`src/design/bgtr_pkg.sv`:
```
// ============================================================================
// bgtr_pkg
// Shared types and constants for the bitmap glyph text renderer.
// ============================================================================
`default_nettype none

package bgtr_pkg;

    // Request kinds carried on the command channel.
    localparam logic [1:0] REQ_DRAW   = 2'd0;
    localparam logic [1:0] REQ_CURSOR = 2'd1;
    localparam logic [1:0] REQ_FONT   = 2'd2;

    // Control characters handled without drawing.
    localparam logic [8:0] CODE_NEWLINE = 9'd10;
    localparam logic [8:0] CODE_TAB     = 9'd9;

    localparam logic [15:0] TAB_STEP   = 16'd4;
    localparam int          CELL_SHIFT = 3;

    // Configuration register indexes.
    localparam int          CFG_IDX_W        = 3;
    localparam logic [2:0]  CFG_FRAME_BASE   = 3'd0;
    localparam logic [2:0]  CFG_PITCH        = 3'd1;
    localparam logic [2:0]  CFG_TEXT_COLUMNS = 3'd2;
    localparam logic [2:0]  CFG_FG_COLOR     = 3'd3;
    localparam logic [2:0]  CFG_BG_COLOR     = 3'd4;

    typedef enum logic [1:0] {
        ST_IDLE,
        ST_SETUP,
        ST_EMIT
    } state_t;

    typedef enum logic [2:0] {
        CUR_NONE,
        CUR_ADVANCE,
        CUR_NEWLINE,
        CUR_TAB,
        CUR_LOAD
    } cur_op_t;

    typedef struct packed {
        cur_op_t     op;
        logic [15:0] row;
        logic [15:0] col;
    } cur_cmd_t;

endpackage

`default_nettype wire

```
`src/design/bgtr_cursor.sv`:
```
// ============================================================================
// bgtr_cursor
// Text cursor: advance with line wrap, newline, tab and direct load.
// ============================================================================
`default_nettype none

module bgtr_cursor (
    input  wire logic              clk,
    input  wire logic              rst_n,
    input  wire bgtr_pkg::cur_cmd_t cur_cmd,
    input  wire logic [12:0]       text_columns,
    output logic [15:0]            text_row,
    output logic [15:0]            text_col
);
    import bgtr_pkg::*;

    logic [15:0] row_reg;
    logic [15:0] row_next;
    logic [15:0] col_reg;
    logic [15:0] col_next;
    logic [15:0] col_inc;

    assign col_inc = col_reg + 16'd1;

    always_comb
    begin
        row_next = row_reg;
        col_next = col_reg;
        case (cur_cmd.op)
            CUR_ADVANCE:
            begin
                // A column at or past the line end wraps, so a tab overshoot wraps too.
                if (col_inc >= {3'b000, text_columns})
                begin
                    col_next = 16'd0;
                    row_next = row_reg + 16'd1;
                end
                else
                begin
                    col_next = col_inc;
                end
            end
            CUR_NEWLINE:
            begin
                col_next = 16'd0;
                row_next = row_reg + 16'd1;
            end
            CUR_TAB:
            begin
                col_next = col_reg + TAB_STEP;
            end
            CUR_LOAD:
            begin
                row_next = cur_cmd.row;
                col_next = cur_cmd.col;
            end
            default:
            begin
                row_next = row_reg;
                col_next = col_reg;
            end
        endcase
    end

    always_ff @(posedge clk or negedge rst_n)
    begin
        if (!rst_n)
        begin
            row_reg <= 16'd0;
            col_reg <= 16'd0;
        end
        else
        begin
            row_reg <= row_next;
            col_reg <= col_next;
        end
    end

    assign text_row = row_reg;
    assign text_col = col_reg;

endmodule

`default_nettype wire

```
`config.mk`:
```
export PLATFORM = sky130hd
export DESIGN_NAME = bgtr_cursor
export DESIGN_NICKNAME = d
export VERILOG_FILES = /design/src/design/bgtr_pkg.sv /design/src/design/bgtr_cursor.sv
export SDC_FILE = /design/constraint.sdc
export NUM_CORES = 1
export LEC_CHECK = 0
export ABC_CLOCK_PERIOD_IN_PS = 3400
export BUFFER_PORTS_ARGS = -buffer_cell sky130_fd_sc_hd__buf_2
export CAP_MARGIN = 0
export CORE_AREA = 2 2 84 86
export DETAILED_ROUTE_END_ITERATION = 7
export DIE_AREA = 0 0 86 88
export HOLD_SLACK_MARGIN = 0.02
export PLACE_DENSITY = 0.87
export SLEW_MARGIN = 20
export SYNTH_ARGS = -nofsm -noshare
export SYNTH_HDL_FRONTEND = slang
export SYNTH_SLANG_ARGS = --single-unit
```
`constraint.sdc`:
```
create_clock -name clk -period 3.4 [get_ports clk]
set_input_delay 0.34 -clock clk [delete_from_list [all_inputs] [get_ports clk]]
set_output_delay 0.34 -clock clk [all_outputs]
set_load 0.01 [all_outputs]
```
==> metrics.txt, run 1 <==
# TYPE chip_impl_metric gauge
chip_impl_info{name="status",value="finished clean"} 1
chip_impl_info{name="synth.largest_area_cell",value="sky130_fd_sc_hd__dfrtp_1"} 1
chip_impl_info{name="criticalPathCategory",value="reg2reg"} 1
chip_impl_metric{name="detailedPlace.worstSlack",unit="ns"} 0.0489
chip_impl_info{name="rr_startpoint",value="text_col[3]"} 1
chip_impl_metric{name="design.die.area",unit="um2"} 7570
chip_impl_metric{name="place_hpwl",unit="mm"} 7.02
chip_impl_metric{name="fp.coreArea",unit="um2"} 6640
chip_impl_metric{name="die_height",unit="um"} 88
chip_impl_info{name="ordered_list_of_cells_on_the_worst_path",value="nand3_2 -> nor2_2 -> nand3_2 -> nor2_1 -> xnor2_1 -> ha_1 -> a21oi_1 -> o21ai_1 -> a211oi_2 -> a21oi_1 -> buf_4 -> nor4_4 -> buf_4 -> nand2_1 -> a21oi_1"} 1
chip_impl_metric{name="synth_top_area_share",unit="%"} 25.4
chip_impl_metric{name="initial_antenna_violation_count",unit=""} 0
chip_impl_metric{name="floorplan.initialDensity",unit="%"} 47.5
chip_impl_metric{name="globalRouteTotalUtil",unit="%"} 26.1
chip_impl_metric{name="grt_pass1_wl",unit="mm"} 15.7
chip_impl_info{name="worstSetupStartpointType",value="flop"} 1
chip_impl_metric{name="layout.nets",unit=""} 556
chip_impl_metric{name="ys_async_sr_fraction",unit="%"} 100
chip_impl_metric{name="final_period_minus_worst_setup_slack",unit="ns"} 3.20
chip_impl_metric{name="via_count",unit=""} 3556
chip_impl_metric{name="timing.setup.tns",unit="ns"} 0
chip_impl_metric{name="flow.area_growth_from_synthesis",unit="%"} 17.6
chip_impl_metric{name="tritoncts_num_sinks",unit=""} 32
chip_impl_metric{name="grt_overflow_total",unit=""} 0
chip_impl_metric{name="finalCritPeriodShare",unit="%"} 94.1
chip_impl_metric{name="cts_max_level",unit=""} 2
chip_impl_metric{name="min_setup_slack_post_route",unit="ns"} 0.200
chip_impl_metric{name="antennaDiodeCount",unit=""} 0
chip_impl_metric{name="slew-limit-headroom",unit="%"} 47.3
chip_impl_metric{name="synthesis.nets",unit=""} 480
chip_impl_metric{name="vdd.ir_drop.worst",unit="uV"} 263
chip_impl_metric{name="clock_buffer_depth",unit=""} 2
chip_impl_metric{name="postRouteAntennaNets",unit=""} 0
chip_impl_metric{name="final_max_slew_viols",unit=""} 0
chip_impl_info{name="startpoint",value="text_col[3]"} 1
chip_impl_metric{name="die_x",unit="um"} 86
chip_impl_metric{name="drt_first_pass_iters",unit=""} 5
chip_impl_metric{name="clock.fmax",unit="MHz"} 312
chip_impl_metric{name="insertion_delay",unit="ns"} 0.30
chip_impl_metric{name="cts_hold_repair.buffers",unit=""} 0
chip_impl_info{name="most_used_cell_cp",value="sky130_fd_sc_hd__a21oi_1"} 1
chip_impl_metric{name="worstPathMaxFanout",unit=""} 6
chip_impl_metric{name="leakagePower",unit="nW"} 1.65
chip_impl_metric{name="hold_viol_final",unit=""} 0
chip_impl_info{name="cts-root-buf",value="sky130_fd_sc_hd__clkbuf_8"} 1
chip_impl_info{name="cts_tree",value="yes"} 1
chip_impl_metric{name="synth.yosys.seq_area_share",unit="%"} 25.4
chip_impl_metric{name="final-setup-viol-count",unit=""} 0
chip_impl_metric{name="timing.hold.ws",unit="ns"} 0.118
chip_impl_metric{name="cts.reportedPaths.clkPinSlew",unit="ns"} 0.08
chip_impl_metric{name="routed_wire_length_per_instance",unit="um"} 17.2
chip_impl_metric{name="syn_avg_cell_area",unit="um2"} 7.62
chip_impl_metric{name="number_of_fillers_in_the_final_layout",unit=""} 622
chip_impl_metric{name="fraction_of_final_layout_cells_sized_beyond_drive_strength_1",unit="%"} 27.1
chip_impl_metric{name="yosys_warnings",unit=""} 0
chip_impl_metric{name="synth_cell_types",unit=""} 63
chip_impl_metric{name="first_iter_violations",unit=""} 418
chip_impl_metric{name="timing.critical_path.slowest_cell_delay",unit="ns"} 0.43
chip_impl_metric{name="number_of_instances_in_the_synthesized_netlist",unit=""} 414
chip_impl_metric{name="place.gp.congestion",unit=""} 0.991
chip_impl_metric{name="grt_pass1_vias",unit=""} 3244
chip_impl_metric{name="synth_enable_flop_cells",unit=""} 0
chip_impl_metric{name="maximum_number_of_pins_on_one_net_before_global_route_repair",unit=""} 36
chip_impl_info{name="postSynth.topFlopCell",value="sky130_fd_sc_hd__dfrtp_1"} 1
chip_impl_info{name="grt_setup_unrepaired",value="no"} 1
chip_impl_metric{name="detail_route.drc_violations",unit=""} 0
chip_impl_metric{name="drt-vias-per-instance",unit=""} 6.23
chip_impl_info{name="hold_class",value="in2async"} 1
chip_impl_metric{name="buffer_ports.inserted",unit=""} 81
chip_impl_metric{name="cp.required",unit="ns"} 3.63
chip_impl_metric{name="mappedNetlistArea",unit="um2"} 3150
chip_impl_info{name="cp-end-kind",value="flop"} 1
chip_impl_info{name="post-synth-top-count-cell",value="sky130_fd_sc_hd__nand2_1"} 1
chip_impl_metric{name="power_per_cell_area",unit="nW/um2"} 497
chip_impl_metric{name="wirelength",unit="mm"} 9.81
chip_impl_metric{name="tritoncts.num_buffers",unit=""} 5
chip_impl_metric{name="ys_seq_elements",unit=""} 32
chip_impl_metric{name="clock-skew-final",unit="ns"} 0.0118
chip_impl_info{name="crit_slowest_cell",value="sky130_fd_sc_hd__dfrtp_2"} 1
chip_impl_info{name="top_cells_by_area_in_the_synthesized_netlist",value="sky130_fd_sc_hd__dfrtp_1 25%, sky130_fd_sc_hd__nand2_1 7.5%, sky130_fd_sc_hd__ha_1 6.3%"} 1
chip_impl_info{name="synth_common_cells",value="63 x sky130_fd_sc_hd__nand2_1, 39 x sky130_fd_sc_hd__nor2_1, 36 x sky130_fd_sc_hd__a21oi_1"} 1
chip_impl_metric{name="ios",unit=""} 82
chip_impl_metric{name="finish.utilization",unit="%"} 55.8
chip_impl_metric{name="timing.max_cap.violations",unit=""} 0
chip_impl_metric{name="placementRows",unit=""} 30
chip_impl_metric{name="timing.critical_path.arrival",unit="ns"} 3.43
chip_impl_metric{name="worst-slew-pin-transition",unit="ns"} 0.790
layer usage:
layer / GRT usage (%) / routed length (um)
met5: 0 / 0
met4: 9.24 / 259
met3: 4.24 / 845
met2: 43.8 / 4670
met1: 34.0 / 4030
sequential cells by signal, summed over array words and instances, names as in the netlist:
name and flops:
text_col 16, text_row 16
per-stage QoR:
stage	power [mW]	instances	area (um2)
after floorplan	1.20	414	3150
after global placement	1.44	562	3570
after detailed placement	1.48	562	3570
after CTS	1.80	570	3660
after global routing	1.97	571	3710
final	1.84	571	3710
what timing repair did:
| action | CTS | global route |
|---|---|---|
| setup buffers | 0 | 0 |
| resized for setup | 1 | 14 |
| endpoints found under the setup margin | 1 | 25 |
| endpoints found under the hold margin | 0 | 0 |
| pin swaps | 0 | 1 |
| gates cloned | 0 | 1 |
worst max-delay path, delay by kind of cell (launching register included):
family                   cells  cell delay (ns)
AO/OA/AOI/OAI                5             0.87
XOR/XNOR                     1             0.17
adder cells (fa/ha/maj)      1             0.29
buffers and inverters        2             0.41
flip-flops                   1             0.43
AND/OR/NAND/NOR              6             0.94
area by class of cell:
type | count | area [um2] | area share [%]
inverter | 20 | 75.1 | 2.02
timing repair buffer | 97 | 526 | 14.2
clock buffer | 6 | 82.6 | 2.23
multi-input combinational | 334 | 2110 | 57.0
clock inverter | 2 | 10.0 | 0.270
tap | 80 | 100 | 2.70
sequential | 32 | 802 | 21.6
layout by cell type (no fill, tap or decap), drive strengths merged, types with 2 or more instances in the layout:
| master | Yosys | routed |
|---|---|---|
| buf | 8 | 97 |
| nand2 | 63 | 63 |
| nor2 | 39 | 39 |
| a21oi | 36 | 36 |
| dfrtp | 32 | 32 |
| nand3 | 23 | 23 |
| inv | 19 | 19 |
| o21ai | 18 | 18 |
| xnor2 | 17 | 17 |
| ha | 16 | 16 |
| nor3 | 10 | 10 |
| a31oi | 9 | 9 |
| o22ai | 8 | 8 |
| nor4 | 8 | 8 |
| nand4 | 7 | 7 |
| xor2 | 7 | 7 |
| nor2b | 7 | 7 |
| and3 | 7 | 7 |
| clkbuf | 19 | 6 |
| nand2b | 4 | 4 |
| or2 | 4 | 4 |
| mux2 | 4 | 4 |
| a211oi | 4 | 4 |
| mux2i | 3 | 3 |
| o211ai | 3 | 3 |
| and2 | 3 | 3 |
| o311ai | 3 | 3 |
| clkinv | 1 | 3 |
| o22a | 2 | 2 |
| a22oi | 2 | 2 |
| a221oi | 2 | 2 |
| and4 | 2 | 2 |
| nor3b | 2 | 2 |
| o21a | 2 | 2 |
| o31ai | 2 | 2 |
| o221ai | 2 | 2 |
power breakdown:
part           internal, mW  switching (mW)
combinational         0.383           0.509
sequential            0.471           0.159
clock                 0.162           0.159
cells by family (layout without fill, tap and decap cells):
logic type | after synthesis | in the layout | synth area share, %
xor+xnor | 24 | 24 | 6.66
buf+inv | 48 | 125 | 8.93
mux | 7 | 7 | 2.38
flops | 32 | 32 | 25.4
compound gates | 106 | 106 | 21.6
fa+ha+maj | 16 | 16 | 6.35
simple gates | 181 | 181 | 28.7
path summary, 6_finish.rpt:
check	end	slack, ns	cells past startpoint
worst max register to register	text_col[7]	0.20	15
max in group asynchronous	text_col[3]	2.74	1
worst min-delay path	text_col[12]	0.12	1
worst min register to register	text_row[10]	0.51	1
min in group clk	text_row[14]	0.24	3
worst max-delay path	text_col[7]	0.20	15
Power figures use the tool's default switching activity.
==> run 2: changes to the inputs <==
--- a/config.mk
+++ b/config.mk
@@ -8,11 +8,12 @@
 export ABC_CLOCK_PERIOD_IN_PS = 3400
 export BUFFER_PORTS_ARGS = -buffer_cell sky130_fd_sc_hd__buf_2
 export CAP_MARGIN = 0
-export CORE_AREA = 2 2 84 86
+export CORE_AREA = 2 2 83 85
+export CTS_BUF_LIST = sky130_fd_sc_hd__clkbuf_8
 export DETAILED_ROUTE_END_ITERATION = 7
-export DIE_AREA = 0 0 86 88
+export DIE_AREA = 0 0 85 87
 export HOLD_SLACK_MARGIN = 0.02
-export PLACE_DENSITY = 0.87
+export PLACE_DENSITY = 0.88
 export SLEW_MARGIN = 20
 export SYNTH_ARGS = -nofsm -noshare
 export SYNTH_HDL_FRONTEND = slang
==> metrics.txt, run 2 (synthesized netlist as in run 1, its figures left out) <==
# TYPE chip_impl_metric gauge
chip_impl_info{name="most_common_cell_after_layout_fill_and_taps_aside",value="sky130_fd_sc_hd__buf_2"} 1
chip_impl_info{name="crit-reg2reg-capture",value="text_col[3]"} 1
chip_impl_metric{name="initial_antenna_violation_count",unit=""} 0
chip_impl_metric{name="power_per_cell_area",unit="nW/um2"} 501
chip_impl_metric{name="fp.coreArea",unit="um2"} 6570
chip_impl_info{name="cts_tree",value="yes"} 1
chip_impl_metric{name="finalCritPeriodShare",unit="%"} 97.1
chip_impl_metric{name="cp.required",unit="ns"} 3.61
chip_impl_metric{name="place.gp.congestion",unit=""} 0.982
chip_impl_metric{name="wirelength",unit="mm"} 9.82
chip_impl_metric{name="final_period_minus_worst_setup_slack",unit="ns"} 3.30
chip_impl_info{name="rr_startpoint",value="text_col[3]"} 1
chip_impl_metric{name="final_cells",unit=""} 572
chip_impl_metric{name="tritoncts.num_buffers",unit=""} 5
chip_impl_metric{name="vdd.ir_drop.worst",unit="uV"} 291
chip_impl_metric{name="placementRows",unit=""} 30
chip_impl_metric{name="cts_max_level",unit=""} 2
chip_impl_metric{name="cts.reportedPaths.clkPinSlew",unit="ns"} 0.07
chip_impl_metric{name="antennaDiodeCount",unit=""} 0
chip_impl_metric{name="clock_buffer_depth",unit=""} 2
chip_impl_metric{name="grt_pass1_wl",unit="mm"} 15.4
chip_impl_metric{name="grt_overflow_total",unit=""} 0
chip_impl_metric{name="total_power",unit="mW"} 1.87
chip_impl_metric{name="slew-limit-headroom",unit="%"} 48.7
chip_impl_metric{name="pwr-share-comb",unit="%"} 48.4
chip_impl_metric{name="fraction_of_final_layout_cells_sized_beyond_drive_strength_1",unit="%"} 27.6
chip_impl_metric{name="r2r_cells",unit=""} 15
chip_impl_metric{name="timing.max_cap.violations",unit=""} 0
chip_impl_metric{name="die_x",unit="um"} 85
chip_impl_metric{name="place_hpwl",unit="mm"} 6.92
chip_impl_metric{name="routed_wire_length_per_instance",unit="um"} 17.2
chip_impl_metric{name="final-setup-viol-count",unit=""} 0
chip_impl_metric{name="final_design_area_no_fill",unit="um2"} 3740
chip_impl_metric{name="die_height",unit="um"} 87
chip_impl_info{name="startpoint",value="text_col[3]"} 1
chip_impl_metric{name="power.switching_fraction",unit="%"} 44.3
chip_impl_metric{name="timing.critical_path.arrival",unit="ns"} 3.51
chip_impl_metric{name="worst-slew-pin-transition",unit="ns"} 0.769
chip_impl_metric{name="design.die.area",unit="um2"} 7400
chip_impl_info{name="cp-end-kind",value="flop"} 1
chip_impl_metric{name="power.sequential.fraction",unit="%"} 33.9
chip_impl_metric{name="p_int",unit="mW"} 1.04
chip_impl_metric{name="floorplan.initialDensity",unit="%"} 48.0
chip_impl_metric{name="dp_cells",unit=""} 561
chip_impl_metric{name="min_setup_slack_post_route",unit="ns"} 0.0998
chip_impl_metric{name="final_max_slew_viols",unit=""} 0
chip_impl_info{name="hold_class",value="in2async"} 1
chip_impl_info{name="layout_common_cells",value="82 x sky130_fd_sc_hd__buf_2, 63 x sky130_fd_sc_hd__nand2_1, 37 x sky130_fd_sc_hd__nor2_1"} 1
chip_impl_metric{name="tritoncts_num_sinks",unit=""} 32
chip_impl_metric{name="clock.fmax",unit="MHz"} 303
chip_impl_metric{name="placedInstanceArea",unit="um2"} 3560
chip_impl_info{name="cts-root-buf",value="sky130_fd_sc_hd__clkbuf_8"} 1
chip_impl_metric{name="via_count",unit=""} 3577
chip_impl_info{name="status",value="finished clean"} 1
chip_impl_info{name="criticalPathCategory",value="reg2reg"} 1
chip_impl_metric{name="insertion_delay",unit="ns"} 0.30
chip_impl_metric{name="hold_viol_final",unit=""} 0
chip_impl_metric{name="ios",unit=""} 82
chip_impl_metric{name="timing.setup.tns",unit="ns"} 0
chip_impl_metric{name="globalRouteTotalUtil",unit="%"} 25.9
chip_impl_metric{name="number_of_fillers_in_the_final_layout",unit=""} 593
chip_impl_metric{name="clockPowerShare",unit="%"} 17.6
chip_impl_metric{name="p_switching",unit="uW"} 830
chip_impl_metric{name="postRouteAntennaNets",unit=""} 0
chip_impl_metric{name="maximum_number_of_pins_on_one_net_before_global_route_repair",unit=""} 45
chip_impl_metric{name="leakagePower",unit="nW"} 1.67
chip_impl_metric{name="drt-vias-per-instance",unit=""} 6.25
chip_impl_metric{name="layout.nets",unit=""} 558
chip_impl_info{name="worst_setup_path_endpoint",value="text_col[3]"} 1
chip_impl_metric{name="grt_pass1_vias",unit=""} 3211
chip_impl_metric{name="flow.area_growth_from_synthesis",unit="%"} 18.4
chip_impl_metric{name="clock-skew-final",unit="ns"} 0.00856
chip_impl_metric{name="buffer_ports.inserted",unit=""} 81
chip_impl_metric{name="worstPathMaxFanout",unit=""} 6
chip_impl_metric{name="detailedPlace.worstSlack",unit="ns"} 0.0123
chip_impl_info{name="worstSetupStartpointType",value="flop"} 1
chip_impl_metric{name="first_iter_violations",unit=""} 400
chip_impl_metric{name="detail_route.drc_violations",unit=""} 0
chip_impl_metric{name="regToRegSetupSlack",unit="ns"} 0.1
chip_impl_metric{name="drt_first_pass_iters",unit=""} 5
[run 2: cell types whose count changed in the layout (fill, tap and decap cells not counted)]
cell / previous run / this run
sky130_fd_sc_hd__clkinv_2: 2 / 0
sky130_fd_sc_hd__buf_2: 81 / 82
sky130_fd_sc_hd__buf_4: 16 / 17
sky130_fd_sc_hd__clkbuf_8: 6 / 7
sky130_fd_sc_hd__nor2_1: 38 / 37
sky130_fd_sc_hd__nor2_2: 1 / 2
sky130_fd_sc_hd__xnor2_1: 17 / 16
sky130_fd_sc_hd__xnor2_2: 0 / 1
[run 2: worst min-delay path by stage]
stage / to / startpoint / slack [ns]
2_1_floorplan: text_col[0] / rst_n / 0.04
3_3_place_gp: text_row[12] / rst_n / 0.45
3_5_place_dp: text_row[12] / rst_n / 0.44
4_1_cts: text_row[11] / rst_n / 0.13
5_1_grt: text_row[11] / rst_n / 0.17
6_report: text_row[12] / rst_n / 0.12
[run 2: timing repair]
item | CTS | global route
gates resized for setup | 1 | 15
setup buffers | 0 | 3
hold buffers | 0 | 0
endpoints found under the setup margin | 13 | 29
cloned | 0 | 1
pin swaps | 0 | 3
[run 2: layer usage]
| layer | vias up | GRT usage, % | part of all wire [%] |
|---|---|---|---|
| li1 | 1643 | - | - |
| met1 | 1662 | 33.0 | 39 |
| met2 | 240 | 42.8 | 48 |
| met3 | 32 | 4.83 | 9.9 |
| met4 | 0 | 11.5 | 3.3 |
| met5 | - | 0 | 0 |
[run 2: area by class of cell]
type | count | area [um2] | area share (%)
clock buffers | 7 | 96.3 | 2.58
inverters | 20 | 75.1 | 2.01
multi-input cells | 334 | 2120 | 56.9
flip-flops and latches | 32 | 802 | 21.5
well taps | 80 | 100 | 2.68
repair buffers | 99 | 538 | 14.4
[run 2: power by group through the flow]
stage / Sequential [mW] / Combinational, mW / Clock, mW
floorplan: 0.623 / 0.577 / 0
global placement: 0.621 / 0.815 / 0
detailed placement: 0.629 / 0.845 / 0
CTS: 0.624 / 0.850 / 0.332
global route: 0.646 / 0.998 / 0.351
finish: 0.635 / 0.907 / 0.330
[run 2: worst max-delay path: stages, from the launching register on]
cell,delay [ns]
sky130_fd_sc_hd__dfrtp_2,0.43
sky130_fd_sc_hd__ha_2,0.26
sky130_fd_sc_hd__nand3_4,0.13
sky130_fd_sc_hd__nor3_2,0.23
sky130_fd_sc_hd__nand2_1,0.14
sky130_fd_sc_hd__xnor2_2,0.17
sky130_fd_sc_hd__ha_1,0.28
sky130_fd_sc_hd__nand2_1,0.09
sky130_fd_sc_hd__o21ai_1,0.12
sky130_fd_sc_hd__a211oi_2,0.29
sky130_fd_sc_hd__a21oi_1,0.16
sky130_fd_sc_hd__buf_4,0.19
sky130_fd_sc_hd__nor4_4,0.25
sky130_fd_sc_hd__buf_4,0.22
sky130_fd_sc_hd__nand2_1,0.08
sky130_fd_sc_hd__a21oi_1,0.18
[run 2: through the flow]
stage	hold slack, ns	util (%)
after floorplan	0.0444	-
after global placement	0.450	54.2
after detailed placement	0.443	54.2
after CTS	0.132	55.7
after global routing	0.167	56.9
final	0.119	56.9
